**config.mk**
```make
export PLATFORM = sky130hd
export DESIGN_NAME = bin_average_decimator_top_flat
export DESIGN_NICKNAME = d
export VERILOG_FILES = /design/src/hw/rtl/bad_pkg.sv /design/src/hw/rtl/bad_if.sv /design/src/hw/rtl/bad_front.sv /design/src/hw/rtl/bad_queue.sv /design/src/hw/rtl/bad_back.sv /design/src/hw/rtl/bin_average_decimator_top.sv /design/src/flat_wrapper.sv
export VERILOG_INCLUDE_DIRS = /design/src /design/src/hw/rtl
export SDC_FILE = /design/constraint.sdc
export NUM_CORES = 1
export LEC_CHECK = 0
export BUFFER_PORTS_ARGS = -buffer_cell sky130_fd_sc_hd__clkbuf_2
export CAP_MARGIN = 20
export CORE_ASPECT_RATIO = 1.5
export CORE_UTILIZATION = 66
export DETAILED_ROUTE_END_ITERATION = 10
export GPL_TIMING_DRIVEN = 1
export PLACE_DENSITY = 0.86
export SLEW_MARGIN = 0
export SYNTH_ARGS = -nofsm -noshare
export SYNTH_HDL_FRONTEND = slang
export SYNTH_HIERARCHICAL = 1
export SYNTH_SLANG_ARGS = --single-unit
```
**constraint.sdc**
```tcl
create_clock -name clk_i -period 16.8 [get_ports clk_i]
set_clock_uncertainty 0.05 [all_clocks]
set_input_delay 0 -clock clk_i [delete_from_list [all_inputs] [get_ports clk_i]]
set_output_delay 0 -clock clk_i [all_outputs]
set_load 0.02 [all_outputs]
```
**src/hw/rtl/assert_macros.svh**
```systemverilog
// assertion macros for the rtl files, included by bad_back
`ifndef ASSERT_MACROS_SVH
`define ASSERT_MACROS_SVH

`ifndef NO_ASSERTIONS

// property holds at every clock edge out of reset
`define BAD_ASSERT(lbl, clk, rst_n, prop, msg) \
  lbl: assert property (@(posedge clk) disable iff (!rst_n) (prop)) else $error(msg);

// antecedent implies consequent in the next cycle
`define BAD_ASSERT_NEXT(lbl, clk, rst_n, ante, cons, msg) \
  lbl: assert property (@(posedge clk) disable iff (!rst_n) (ante) |=> (cons)) else $error(msg);

`else

`define BAD_ASSERT(lbl, clk, rst_n, prop, msg)
`define BAD_ASSERT_NEXT(lbl, clk, rst_n, ante, cons, msg)

`endif

`endif

```
**src/hw/rtl/bad_pkg.sv**
```systemverilog
package bad_pkg;

  localparam int unsigned SampleW = 16;
  localparam int unsigned CountW  = 16;
  localparam int unsigned SumW    = 32;
  localparam int unsigned MeanW   = 32;
  localparam int unsigned FracW   = 16;
  localparam int unsigned QDepth  = 2;
  localparam int unsigned QPtrW   = (QDepth > 1) ? $clog2(QDepth) : 1;
  localparam int unsigned QCntW   = $clog2(QDepth + 1);
  localparam int unsigned IterW   = $clog2(MeanW);

  // one closed bin waiting for its division
  typedef struct packed {
    logic [SumW-1:0]   sum;
    logic [CountW-1:0] count;
    logic              partial;
    logic              final_res;
  } job_t;

  // queue status seen by both sides
  typedef struct packed {
    logic full;
    logic empty;
  } q_status_t;

endpackage

```
**src/hw/rtl/bad_if.sv**
```systemverilog
interface bad_in_if;
  import bad_pkg::*;
  logic               valid;
  logic               ready;
  logic [SampleW-1:0] sample;
  logic               last_value;
  modport source (output valid, output sample, output last_value, input ready);
  modport sink   (input valid, input sample, input last_value, output ready);
endinterface

interface bad_out_if;
  import bad_pkg::*;
  logic              valid;
  logic              ready;
  logic [MeanW-1:0]  mean;
  logic              partial;
  logic [CountW-1:0] bin_count;
  logic              final_res;
  modport source (output valid, output mean, output partial, output bin_count,
                  output final_res, input ready);
  modport sink   (input valid, input mean, input partial, input bin_count,
                  input final_res, output ready);
endinterface

```
**src/hw/rtl/bad_front.sv**
```systemverilog
module bad_front (
  input  logic                         clk_i,
  input  logic                         rst_ni,
  input  logic                         cfg_we_i,
  input  logic [bad_pkg::CountW-1:0]   cfg_wdata_i,
  bad_in_if.sink                       in_i,
  input  bad_pkg::q_status_t           q_status_i,
  output logic                         push_o,
  output bad_pkg::job_t                job_o
);
  import bad_pkg::*;

  logic [CountW-1:0] bin_size_q;
  logic [SumW-1:0]   sum_q, sum_d;
  logic [CountW-1:0] pos_q, pos_d;
  logic [CountW-1:0] size;
  logic              accept, full, close;

  assign in_i.ready = !q_status_i.full;
  assign accept     = in_i.valid && in_i.ready;

  // zero bin size behaves as one
  assign size  = (bin_size_q == '0) ? CountW'(1) : bin_size_q;
  assign sum_d = sum_q + SumW'(in_i.sample);
  assign pos_d = pos_q + CountW'(1);
  assign full  = pos_d >= size;
  assign close = full || in_i.last_value;

  assign push_o          = accept && close;
  assign job_o.sum       = sum_d;
  assign job_o.count     = pos_d;
  assign job_o.partial   = !full;
  assign job_o.final_res = in_i.last_value;

  always_ff @(posedge clk_i or negedge rst_ni) begin
    if (!rst_ni) begin
      bin_size_q <= CountW'(1);
      sum_q      <= '0;
      pos_q      <= '0;
    end else begin
      if (cfg_we_i) begin
        bin_size_q <= cfg_wdata_i;
      end
      if (accept) begin
        if (close) begin
          sum_q <= '0;
          pos_q <= '0;
        end else begin
          sum_q <= sum_d;
          pos_q <= pos_d;
        end
      end
    end
  end

endmodule

```
**src/hw/rtl/bad_queue.sv**
```systemverilog
module bad_queue (
  input  logic               clk_i,
  input  logic               rst_ni,
  input  logic               push_i,
  input  bad_pkg::job_t      job_i,
  input  logic               pop_i,
  output bad_pkg::job_t      job_o,
  output bad_pkg::q_status_t q_status_o
);
  import bad_pkg::*;

  job_t             entry_q [QDepth];
  logic [QPtrW-1:0] wptr_q, rptr_q;
  logic [QCntW-1:0] cnt_q;

  function automatic logic [QPtrW-1:0] ptr_inc(input logic [QPtrW-1:0] p);
    ptr_inc = (p == QPtrW'(QDepth - 1)) ? '0 : p + QPtrW'(1);
  endfunction

  assign q_status_o.full  = cnt_q == QCntW'(QDepth);
  assign q_status_o.empty = cnt_q == '0;
  assign job_o            = entry_q[rptr_q];

  always_ff @(posedge clk_i) begin
    if (push_i) begin
      entry_q[wptr_q] <= job_i;
    end
  end

  always_ff @(posedge clk_i or negedge rst_ni) begin
    if (!rst_ni) begin
      wptr_q <= '0;
      rptr_q <= '0;
      cnt_q  <= '0;
    end else begin
      if (push_i) begin
        wptr_q <= ptr_inc(wptr_q);
      end
      if (pop_i) begin
        rptr_q <= ptr_inc(rptr_q);
      end
      if (push_i && !pop_i) begin
        cnt_q <= cnt_q + QCntW'(1);
      end else if (pop_i && !push_i) begin
        cnt_q <= cnt_q - QCntW'(1);
      end
    end
  end

endmodule

```
**src/hw/rtl/bad_back.sv**
```systemverilog
`include "assert_macros.svh"

module bad_back (
  input  logic               clk_i,
  input  logic               rst_ni,
  input  bad_pkg::q_status_t q_status_i,
  input  bad_pkg::job_t      job_i,
  output logic               pop_o,
  bad_out_if.source          out_o
);
  import bad_pkg::*;

  typedef enum logic [1:0] {StIdle, StBusy, StDone} state_e;

  state_e            state_q;
  logic [IterW-1:0]  iter_q;
  logic [CountW-1:0] rem_q;
  logic [CountW-1:0] div_q;
  logic [MeanW-1:0]  quo_q;
  logic              partial_q, final_q;

  logic [CountW:0]   rem_sh, trial;
  logic              ge;
  logic [CountW-1:0] rem_n;
  logic [MeanW-1:0]  quo_n;
  logic              last_iter;

  assign pop_o = (state_q == StIdle) && !q_status_i.empty;

  // one restoring step: quotient bit per cycle
  assign rem_sh    = {rem_q, quo_q[MeanW-1]};
  assign trial     = rem_sh - {1'b0, div_q};
  assign ge        = rem_sh >= {1'b0, div_q};
  assign rem_n     = ge ? trial[CountW-1:0] : rem_sh[CountW-1:0];
  assign quo_n     = {quo_q[MeanW-2:0], ge};
  assign last_iter = iter_q == IterW'(MeanW - 1);

  assign out_o.valid     = state_q == StDone;
  assign out_o.mean      = quo_q;
  assign out_o.partial   = partial_q;
  assign out_o.bin_count = div_q;
  assign out_o.final_res = final_q;

  always_ff @(posedge clk_i or negedge rst_ni) begin
    if (!rst_ni) begin
      state_q   <= StIdle;
      iter_q    <= '0;
      rem_q     <= '0;
      div_q     <= '0;
      quo_q     <= '0;
      partial_q <= 1'b0;
      final_q   <= 1'b0;
    end else begin
      case (state_q)
        StIdle: begin
          if (pop_o) begin
            // upper quotient bits are zero since the mean stays below 2^32,
            // so the remainder starts as the high half of the sum
            rem_q     <= job_i.sum[SumW-1:SumW-CountW];
            quo_q     <= {job_i.sum[SumW-CountW-1:0], FracW'(0)};
            div_q     <= job_i.count;
            partial_q <= job_i.partial;
            final_q   <= job_i.final_res;
            iter_q    <= '0;
            state_q   <= StBusy;
          end
        end
        StBusy: begin
          rem_q  <= rem_n;
          quo_q  <= quo_n;
          iter_q <= iter_q + IterW'(1);
          if (last_iter) begin
            state_q <= StDone;
          end
        end
        StDone: begin
          if (out_o.ready) begin
            state_q <= StIdle;
          end
        end
        default: state_q <= StIdle;
      endcase
    end
  end

  `BAD_ASSERT(a_rem_below_div, clk_i, rst_ni, (state_q != StBusy) || (rem_q < div_q), "remainder not below divisor")
  `BAD_ASSERT_NEXT(a_last_iter_done, clk_i, rst_ni, (state_q == StBusy) && last_iter, out_o.valid, "division did not finish")
  `BAD_ASSERT(a_valid_from_busy, clk_i, rst_ni, !$rose(out_o.valid) || ($past(state_q) == StBusy), "result shown without division")

endmodule

```
**src/hw/rtl/bin_average_decimator_top.sv**
```systemverilog
// channel  | role   | transaction payload
// in_i     | sink   | sample[15:0], last_value
// out_o    | source | mean[31:0] q16.16, partial, bin_count[15:0], final_res
// cfg      | write  | cfg_we_i, cfg_wdata_i = bin_size[15:0]
//
// an input transaction is taken every cycle while the bin queue has room
// each closed bin is loaded into the divider, divided one quotient bit at a time,
// then held in the output register; no new bin loads until the result is taken
// reset clears the bin state, the queue and the divider; bin_size resets to 1
// a stalled output holds the divider, the queue then fills and stops input

module bin_average_decimator_top (
  input  logic                       clk_i,
  input  logic                       rst_ni,
  input  logic                       cfg_we_i,
  input  logic [bad_pkg::CountW-1:0] cfg_wdata_i,
  bad_in_if.sink                     in_i,
  bad_out_if.source                  out_o
);
  import bad_pkg::*;

  // front to queue
  logic      push;
  job_t      push_job;
  // queue to back
  logic      pop;
  job_t      head_job;
  q_status_t q_status;

  // front: sums samples, counts positions, closes bins
  bad_front u_front (
    .clk_i       (clk_i),
    .rst_ni      (rst_ni),
    .cfg_we_i    (cfg_we_i),
    .cfg_wdata_i (cfg_wdata_i),
    .in_i        (in_i),
    .q_status_i  (q_status),
    .push_o      (push),
    .job_o       (push_job)
  );

  // short queue of closed bins decouples the accumulator from the divider
  bad_queue u_queue (
    .clk_i      (clk_i),
    .rst_ni     (rst_ni),
    .push_i     (push),
    .job_i      (push_job),
    .pop_i      (pop),
    .job_o      (head_job),
    .q_status_o (q_status)
  );

  // back: bit-serial divide of sum * 2^16 by count, result register
  bad_back u_back (
    .clk_i      (clk_i),
    .rst_ni     (rst_ni),
    .q_status_i (q_status),
    .job_i      (head_job),
    .pop_o      (pop),
    .out_o      (out_o)
  );

endmodule

```
**src/flat_wrapper.sv**
```systemverilog
// flat-port wrapper written by rule: the top's interface ports become plain ports
module bin_average_decimator_top_flat import bad_pkg::*;
  (clk_i, rst_ni, cfg_we_i, cfg_wdata_i, in_i_valid, in_i_sample, in_i_last_value, in_i_ready, out_o_valid, out_o_mean, out_o_partial, out_o_bin_count, out_o_final_res, out_o_ready);
  bad_in_if in_i_i ();
  bad_out_if out_o_i ();
  input  logic clk_i;
  input  logic rst_ni;
  input  logic cfg_we_i;
  input  logic [bad_pkg::CountW-1:0] cfg_wdata_i;
  input wire logic [$bits(in_i_i.valid)-1:0] in_i_valid;
  input wire logic [$bits(in_i_i.sample)-1:0] in_i_sample;
  input wire logic [$bits(in_i_i.last_value)-1:0] in_i_last_value;
  output wire logic [$bits(in_i_i.ready)-1:0] in_i_ready;
  output wire logic [$bits(out_o_i.valid)-1:0] out_o_valid;
  output wire logic [$bits(out_o_i.mean)-1:0] out_o_mean;
  output wire logic [$bits(out_o_i.partial)-1:0] out_o_partial;
  output wire logic [$bits(out_o_i.bin_count)-1:0] out_o_bin_count;
  output wire logic [$bits(out_o_i.final_res)-1:0] out_o_final_res;
  input wire logic [$bits(out_o_i.ready)-1:0] out_o_ready;
  assign in_i_i.valid = in_i_valid;
  assign in_i_i.sample = in_i_sample;
  assign in_i_i.last_value = in_i_last_value;
  assign in_i_ready = in_i_i.ready;
  assign out_o_valid = out_o_i.valid;
  assign out_o_mean = out_o_i.mean;
  assign out_o_partial = out_o_i.partial;
  assign out_o_bin_count = out_o_i.bin_count;
  assign out_o_final_res = out_o_i.final_res;
  assign out_o_i.ready = out_o_ready;
  bin_average_decimator_top u_core (.clk_i(clk_i), .rst_ni(rst_ni), .cfg_we_i(cfg_we_i), .cfg_wdata_i(cfg_wdata_i), .in_i(in_i_i), .out_o(out_o_i));
endmodule
```
==> impl_results.md, run 1 <==
- Outcome: complete, no violations
- Relative slew slack: ~36%
- Clock latency on the worst-skew pair: 510 ps
- IO Count: 90
- Reg-to-Reg Start: u_core/u_front/pos_q[2]$_DFFE_PN0P_
- Port Buffer Count: a little under 90
- Fmax: roughly 230 MHz
- Power per cell area: roughly 180 nW/um^2
- Layout cell share with drive strength beyond 1: between 10% and 20%
- Worst r2r dst: u_core/u_queue/entry_q[1][39]$_DFFE_PP_
- Setup violators final: 0
- Total die area: about 20000 um^2
- Register area share after synthesis: between 50 and 60%
- DPL Wire Length: between 15000 and 20000 um
- Unrepaired setup endpoints after global routing: no
- Setup CP Type: reg2reg
- Antenna-violating nets left: 0
- Max Fanout on Critical Path: 35
- Crit path largest cell delay: 510 ps
- R2R cell count: 13
- EDFF count, synth: 100
- GRT overflow: 0
- Crit. End Element: register
- Vias: just under 10000
- Clock transition at the registers of the reported paths: approximately 60 ps
- Largest net degree at the start of global routing: 89
- Die H: roughly 170 um
- Async SR Flop Fraction: between 50% and 60%
- Post-synthesis area per instance: between 10 and 15 um^2
- Initial DRC count: roughly 830
- Post-synthesis instance total: around 1200
- WP data required: ~17000 ps
- Reg2Reg Setup Slack: 12450 ps
- Hold path start: in_i_valid
- Vias in the first global route: about 9500
- Cell Area, Synth: between 10000 and 15000 um^2
- Flops & latches, synth: 241
- Max-cap violations: 0
- Core area: roughly 19000 um^2
- Layout area overhead: 13.9%
- Yosys warnings: 6
- Clock sinks: approximately 240
- Final #Nets: around 1400
- Fin cells: about 1600
- Crit path DAT: about 4600 ps
- Hold Path End: u_core/u_front/pos_q[3]$_DFFE_PN0P_
- Pleak: just over 6 nW
- Setup Buffers After CTS: 0
- Mapped Nets: roughly 1300
- Worst path most repeated cell: nand3_1
- Unique masters post-synth: just over 70
- Setup_tns: 0 ps
- Slowest cell on crit path: o21a_2
- CTS tree: yes
- Die Wd: roughly 110 um
- Minimum clock period: 4350 ps
- Hold WC Path Type: in2reg
- Crit share post-route: 25.9%
- Initial antenna violation count: 0
- Slew @ Worst Pin: about 950 ps
- Gr usage total: a little under a third
- DP Cell Count: ~1500
- Worst Path Buf+Inv: 1
- WL per Instance: approximately 19 um
- Worst Hold Slack: around 46 ps
- Worst path depth: 13
- Antenna diodes: 0
- Maximum vdd drop: between 0.0001 and 0.00015 V
- Worst hold path cell count: 5
- Total CTS buffers: 23
- Post-DR vias/cell: ~6.2
- Root Driver: clkbuf_16
- First-pass GRT wire length: ~48000 um
- Crit start category: register
- Routed WL: 29900 um
- CP Cell Sequence: and4_1 > nand3_1 > nor3_1 > nand3_1 > xnor2_1 > ha_1 > a21oi_1 > o21ai_0 > a211oi_1 > o21a_2 > nor2_1 > and2_2 > buf_12
- Final Max Tran Viols: 0
- Initial Util: between 60 and 70%
- Top_reg_cell synth: dfrtp_1
- # DRC: 0
- Placer Congestion: roughly 0.94
- Row cnt: ~60
- CP delay by family, top: simple AND/OR/NAND/NOR gates
- First-pass detailed-route iteration total: 6
- Clock Tree Buf Depth: 3
- H-tree Lvls: 1
- Fin. Hold Viols: 0
[cell families (layout without fill, tap and decap cells)]
family | count (synthesis) | count (layout) | share of synthesized area (%)
and+or+nand+nor | 408 | 408 | 14.7
AOI/OAI and AO/OA | 243 | 243 | 12.6
DFF | 241 | 241 | 52.2
buffers and inverters | 107 | 236 | 4.25
xor gates and xnor gates | 59 | 59 | 4.13
muxes | 57 | 57 | 6.54
adders and majority gates | 54 | 54 | 5.52
[through the flow]
| step | power [mW] | worst slack, ps | util, % | instance area [um^2] |
|---|---|---|---|---|
| floorplan | 1.79 | 11230 | - | 12500 |
| global placement | 2.01 | 12550 | 70.2 | 13000 |
| finish | 2.62 | 12450 | 76.8 | 14200 |
| detailed placement | 2.05 | 12380 | 70.2 | 13000 |
| global route | 2.77 | 12170 | 76.8 | 14200 |
| CTS | 2.60 | 12340 | 76.7 | 14200 |
[cell usage after synthesis (10+ instances only)]
cell      count  area share (%)
o22ai_1      18            0.90
a21o_1       12            0.72
clkbuf_1     27            0.81
buf_2        10            0.40
nor3_1       10            0.40
a21oi_1      42             1.7
xor2_1       29             2.0
xnor2_1      30             2.1
nor2_1       70             2.1
dfrtp_1     140              28
a22o_1       16             1.1
mux2_4       49             5.9
o21ai_0      81             3.2
ha_1         52             5.2
edfxtp_1    100              24
inv_1        51             1.5
and3_1       10            0.50
nand2_1     193             5.8
nand3_1      64             2.6
a31oi_1      13            0.65
o31ai_1      11            0.66
[placed cells by master, fill, tap and decap left out, drive strengths merged, types with 3 or more instances in the layout]
cell and n:
nand2 195, dfrtp 140, clkbuf 118, edfxtp 100
o21ai 87, nor2 72, nand3 65, inv 53
ha 52, mux2 51, a21oi 45, dlygate4sd3 44
xnor2 30, xor2 29, o22ai 18, a22o 16
a31oi 14, a21o 13, o31ai 12, buf 12
and3 10, nor3 10, o211ai 8, nor4 8
or3 8, nand2b 8, nor2b 8, a211oi 6
nand4 6, mux2i 6, or4 6, o311a 4
clkinv 4, and4 3, clkinvlp 3, and2 3
o21a 3
[sequential cells by signal (all words and copies together), names as in the netlist]
| signal | count |
|---|---|
| u_core/u_back/out_o.final_res | 1 |
| u_core/u_back/out_o.mean | 32 |
| u_core/u_back/out_o.bin_count | 16 |
| u_core/u_queue/entry_q | 100 |
| u_core/u_back/rem_q | 16 |
| u_core/u_front/bin_size_q | 16 |
| u_core/u_queue/wptr_q | 1 |
| u_core/u_front/pos_q | 16 |
| u_core/u_back/iter_q | 5 |
| u_core/u_back/state_q | 2 |
| u_core/u_front/sum_q | 32 |
| u_core/u_back/out_o.partial | 1 |
| u_core/u_queue/cnt_q | 2 |
| u_core/u_queue/rptr_q | 1 |
[cell type report]
class | instances | area, um^2
repair buffers | 144 | 987
inverters | 51 | 191
multi-input cells | 821 | 5460
flip-flops and latches | 241 | 6530
clock buffers | 30 | 643
well taps | 252 | 315
fillers | 1135 | 4300
clock inverters | 11 | 121
[timing repair]
item | CTS | global route
hold buffers | 44 | 0
resized for setup | 0 | 0
hold endpoints to repair | 110 | 0
[worst reg2reg max path: cells and delay by family, from the launching register on]
kind                     cells  cell delay [ps]
buffers and inverters        1              250
AND/OR/NAND/NOR              6             1600
flip-flops                   1              430
XOR/XNOR                     1              320
AO/OA/AOI/OAI                4             1130
adder cells (fa/ha/maj)      1              310
[worst max-delay path by stage]
stage	endpoint	startpoint	slack, ps
6_report	u_core/u_queue/entry_q[1][39]$_DFFE_PP_	u_core/u_front/pos_q[2]$_DFFE_PN0P_	12450
5_1_grt	u_core/u_queue/entry_q[1][39]$_DFFE_PP_	u_core/u_front/pos_q[2]$_DFFE_PN0P_	12170
4_1_cts	u_core/u_queue/entry_q[1][39]$_DFFE_PP_	u_core/u_front/pos_q[2]$_DFFE_PN0P_	12340
3_5_place_dp	u_core/u_queue/entry_q[1][0]$_DFFE_PP_	u_core/u_front/pos_q[2]$_DFFE_PN0P_	12380
3_3_place_gp	u_core/u_queue/entry_q[1][0]$_DFFE_PP_	u_core/u_front/pos_q[2]$_DFFE_PN0P_	12550
2_1_floorplan	u_core/u_queue/entry_q[0][0]$_DFFE_PP_	u_core/u_front/pos_q[2]$_DFFE_PN0P_	11230
[routing by layer]
| metal | up-vias | wire [um] | global-route usage (%) |
|---|---|---|---|
| li1 | 4402 | - | - |
| met1 | 4620 | 11000 | 37.9 |
| met2 | 467 | 15400 | 55.1 |
| met3 | 128 | 2010 | 3.86 |
| met4 | 0 | 1430 | 14.9 |
| met5 | - | 0 | 0 |
[power by group]
group	switching [mW]	internal (mW)	total [mW]
combinational	0.713	0.475	1.19
clock	0.220	0.303	0.523
sequential	0.108	0.800	0.908
(Power assumes the default switching activity.)
==> run 2, diff against run 1 <==
Settings changed: ABC_AREA set to 1, CORE_UTILIZATION 66 to 55, PLACE_DENSITY 0.86 to 0.76.
Clock period 16.8 ns to 3.57 ns, I/O delays scaled along.
==> run 2 against run 1 <==
Net effect: synthesized area increased by 7.9%; core utilization decreased by 12 points; setup slack got worse by 12000 ps; critical path type unchanged; highest routed layer unchanged; hold slack got worse by 20 ps; global-route usage decreased by 5.3 points; synthesized cell count increased by 28%; maximum frequency increased by 31%; combinational power increased to 5.7 times the previous value; power increased to 5.2 times the previous value; sequential power increased to 4.8 times the previous value; critical endpoint is now u_core/u_queue/entry_q[1][47]$_DFFE_PP_; final area increased by 8.8%.
==> impl_results.md, run 2 <==
- Outcome: complete, no violations
- Gr usage total: 26.0% (-5.3 points)
- Routed WL: 31700 um (+6.0%)
- Slew @ Worst Pin: 806 ps (-147 ps)
- Flops & latches, synth: 241 (unchanged)
- Core area: 23900 um^2 (+29%)
- H-tree Lvls: 1 (unchanged)
- Yosys warnings: 6 (unchanged)
- Largest Register: u_core/u_queue/entry_q
- Layout cell share with drive strength beyond 1: 17.6% (+1.5 points)
- Crit path largest cell delay: 430 ps (-80 ps)
- Root Driver: clkbuf_16
- Row cnt: 69 (+13%)
- Port Buffer Count: 89 (unchanged)
- Fin worst setup slack: 242 ps (-12200 ps)
- M1 WL: 12900 um (+17%)
- Slowest cell on crit path: dfrtp_1
- Post-Place Setup Slack: 273 ps (-12110 ps)
- Highest routed layer: met4
- Post-synth top area share: 25.9% (-2.1 points)
- CP Cell Sequence: ha_1 > inv_1 > nor3_4 > nand3_2 > nor2_4 > xor2_2 > ha_1 > nand2_1 > inv_1 > o21ai_0 > a21oi_1 > nor2_1 > nand4_1 > nand2_1 > inv_1 > nand2_1 > clkinvlp_4 > clkbuf_16
- Clock Tree Buf Depth: 3 (unchanged)
- Commonest cells post-synth: 415 x nand2_1, 197 x inv_1, 140 x dfrtp_1
- Layout area overhead: 14.8%
- Register area share after synthesis: 48.4% (-3.8 points)
- First-pass GRT wire length: 51300 um (+7.8%)
- Minimum clock period: 3330 ps (-1030 ps)
- Crit. End Element: register
- Maximum vdd drop: 0.000505 V (+330%)
- Die H: 194 um (+14%)
- Net Sw Power: 5.88 mW (+470%)
- Initial antenna violation count: 0 (unchanged)
- Area leader, netlist: dfrtp_1
- Unique masters post-synth: 50 (-31%)
- Initial DRC count: 678 (-18%)
- First-pass detailed-route iteration total: 5 (-1)
- Post-DR vias/cell: 5.33 (-14%)
- Final Max Tran Viols: 0 (unchanged)
- Most frequent cells in the layout: 415 x nand2_1, 196 x inv_1, 139 x dfrtp_1, 101 x nor2_1, 100 x edfxtp_1
- Post-synthesis instance total: 1499 (+28%)
- Clk network pwr share: 17.5% (-2.5 points)
- R2R cell count: 18 (+5)
- CP delay by family, top: simple AND/OR/NAND/NOR gates
- Power per cell area: 870 nW/um^2 (+370%)
- Vias: 10521 (+9.4%)
- Switching Fraction: 43.6% (+3.9 points)
- Setup CP Type: reg2reg
- Final #Nets: 1730 (+26%)
- Top_reg_cell synth: dfrtp_1
- EDFF count, synth: 100 (unchanged)
- Initial Util: 56.5% (-11 points)
- Gate power share: 50.0% (+4.6 points)
- Clock latency on the worst-skew pair: 530 ps (+20 ps)
- P_int: 7.61 mW (+380%)
- Crit path DAT: 3550 ps (-1000 ps)
- Pleak: 7.56 nW (+21%)
- Worst setup startpoint: u_core/u_front/pos_q[0]$_DFFE_PN0P_
- WP data required: 3790 ps (-13210 ps)
- Total die area: 25200 um^2 (+29%)
- Clock transition at the registers of the reported paths: 70 ps (about the same)
- Die Wd: 130 um (+14%)
- Most common cell after layout, fill and taps aside: nand2_1
- Worst path depth: 18 (+5)
- Max FFs per register: 100 (unchanged)
- Register share of total power: 32.5% (-2.2 points)
- Largest cells by area after synthesis: dfrtp_1 26%, edfxtp_1 22%, nand2_1 12%
- Total CTS buffers: 24 (+4.3%)
- Clock sinks: 241 (unchanged)
- WL per Instance: 16.1 um (-17%)
- Reg-to-Reg Start: u_core/u_front/pos_q[0]$_DFFE_PN0P_
- Antenna-violating nets left: 0 (unchanged)
- Vias in the first global route: 10302 (+8.0%)
- Placer Congestion: 0.948 (+0.75%)
- Placed cell area: 14200 um^2 (+9.1%)
- DPL Wire Length: 22900 um (+23%)
- IO Count: 90 (unchanged)
- Setup violators final: 0 (unchanged)
- Final Cell Area: 15500 um^2 (+8.8%)
- Antenna diodes: 0 (unchanged)
- CTS tree: yes
- Relative slew slack: 46.2% (+9.8 points)
- Top-count cell post-synth: nand2_1
- WL met3: 1350 um (-33%)
- Post-synthesis area per instance: 9.01 um^2 (-16%)
- Fin util: 64.8% (-12 points)
- GRT overflow: 0 (unchanged)
- # DRC: 0 (unchanged)
- Async SR Flop Fraction: 58.5% (unchanged)
- Worst Path Buf+Inv: 5 (+4)
- Wire length on met2: 16300 um (+5.5%)
- Fin. Hold Viols: 0 (unchanged)
- Fmax: 300 MHz (+31%)
- Cell Area, Synth: 13500 um^2 (+7.9%)
- Crit share post-route: 93.2% (+67 points)
- Max-cap violations: 0 (unchanged)
- Crit start category: register
- Worst Hold Slack: 25.9 ps (-19.8 ps)
- Max Fanout on Critical Path: 22 (-37%)
- Largest net degree at the start of global routing: 85 (-4.5%)
- Mapped Nets: 1591 (+26%)
- Hold WC Path Type: in2async
-- run 2: stage by stage --
stage | std cells | total power, mW | setup TNS, ps
global placement | 1878 | 10.9 | 0
finish | 1975 | 13.5 | 0
floorplan | 1499 | 9.45 | 0
detailed placement | 1878 | 11.1 | 0
CTS | 1969 | 13.5 | 0
global route | 1975 | 14.5 | -454
-- run 2: logic make-up after synthesis --
logic type	Yosys count	synth area share [%]
multiplexers	50	5.53
adder cells (fa/ha/maj)	54	5.12
buffers and inverters	250	8.14
flip-flops	241	48.4
AO/OA/AOI/OAI	154	6.61
XOR/XNOR	37	2.51
AND/OR/NAND/NOR	713	23.7
-- run 2: repair_timing --
item | 4_1_cts | 5_1_grt
hold endpoints to repair | 120 | 0
buffers inserted | 0 | 5
gates resized for setup | 0 | 1
setup endpoints to repair | 0 | 45
hold buffers | 47 | 0
-- run 2: final timing paths --
kind                       slack, ps                                  endpoint
setup / recovery                 240   u_core/u_queue/entry_q[1][47]$_DFFE_PP_
hold / removal                    30      u_core/u_front/pos_q[10]$_DFFE_PN0P_
setup reg to reg                 240   u_core/u_queue/entry_q[1][47]$_DFFE_PP_
hold reg to reg                  440       u_core/u_front/sum_q[7]$_DFFE_PN0P_
max in group asynchronous       2640  u_core/u_front/bin_size_q[0]$_DFFE_PN1P_
min in group clk_i                30   u_core/u_queue/entry_q[0][23]$_DFFE_PP_
-- run 2: power by group through the flow --
stage	Clock [mW]	Sequential, mW	Combinational, mW
2_1_floorplan	0	4.53	4.92
3_3_place_gp	0	4.39	6.50
3_5_place_dp	0	4.42	6.63
4_1_cts	2.42	4.38	6.71
5_1_grt	2.54	4.46	7.48
6_report	2.36	4.38	6.75
-- run 2: cell type report --
type | instances | area [um^2]
clock buffer | 26 | 608
multi-input combinational | 1008 | 5880
timing repair buffer | 159 | 1160
inverter | 204 | 769
fill | 1967 | 8410
clock inverter | 18 | 145
sequential | 241 | 6530
tap | 319 | 399
-- run 2: layer usage --
| metal | track usage, % | up-vias |
|---|---|---|
| met4 | 10.2 | 0 |
| met5 | 0 | - |
| met2 | 45.4 | 297 |
| met3 | 2.92 | 62 |
| li1 | - | 5157 |
| met1 | 32.4 | 5005 |
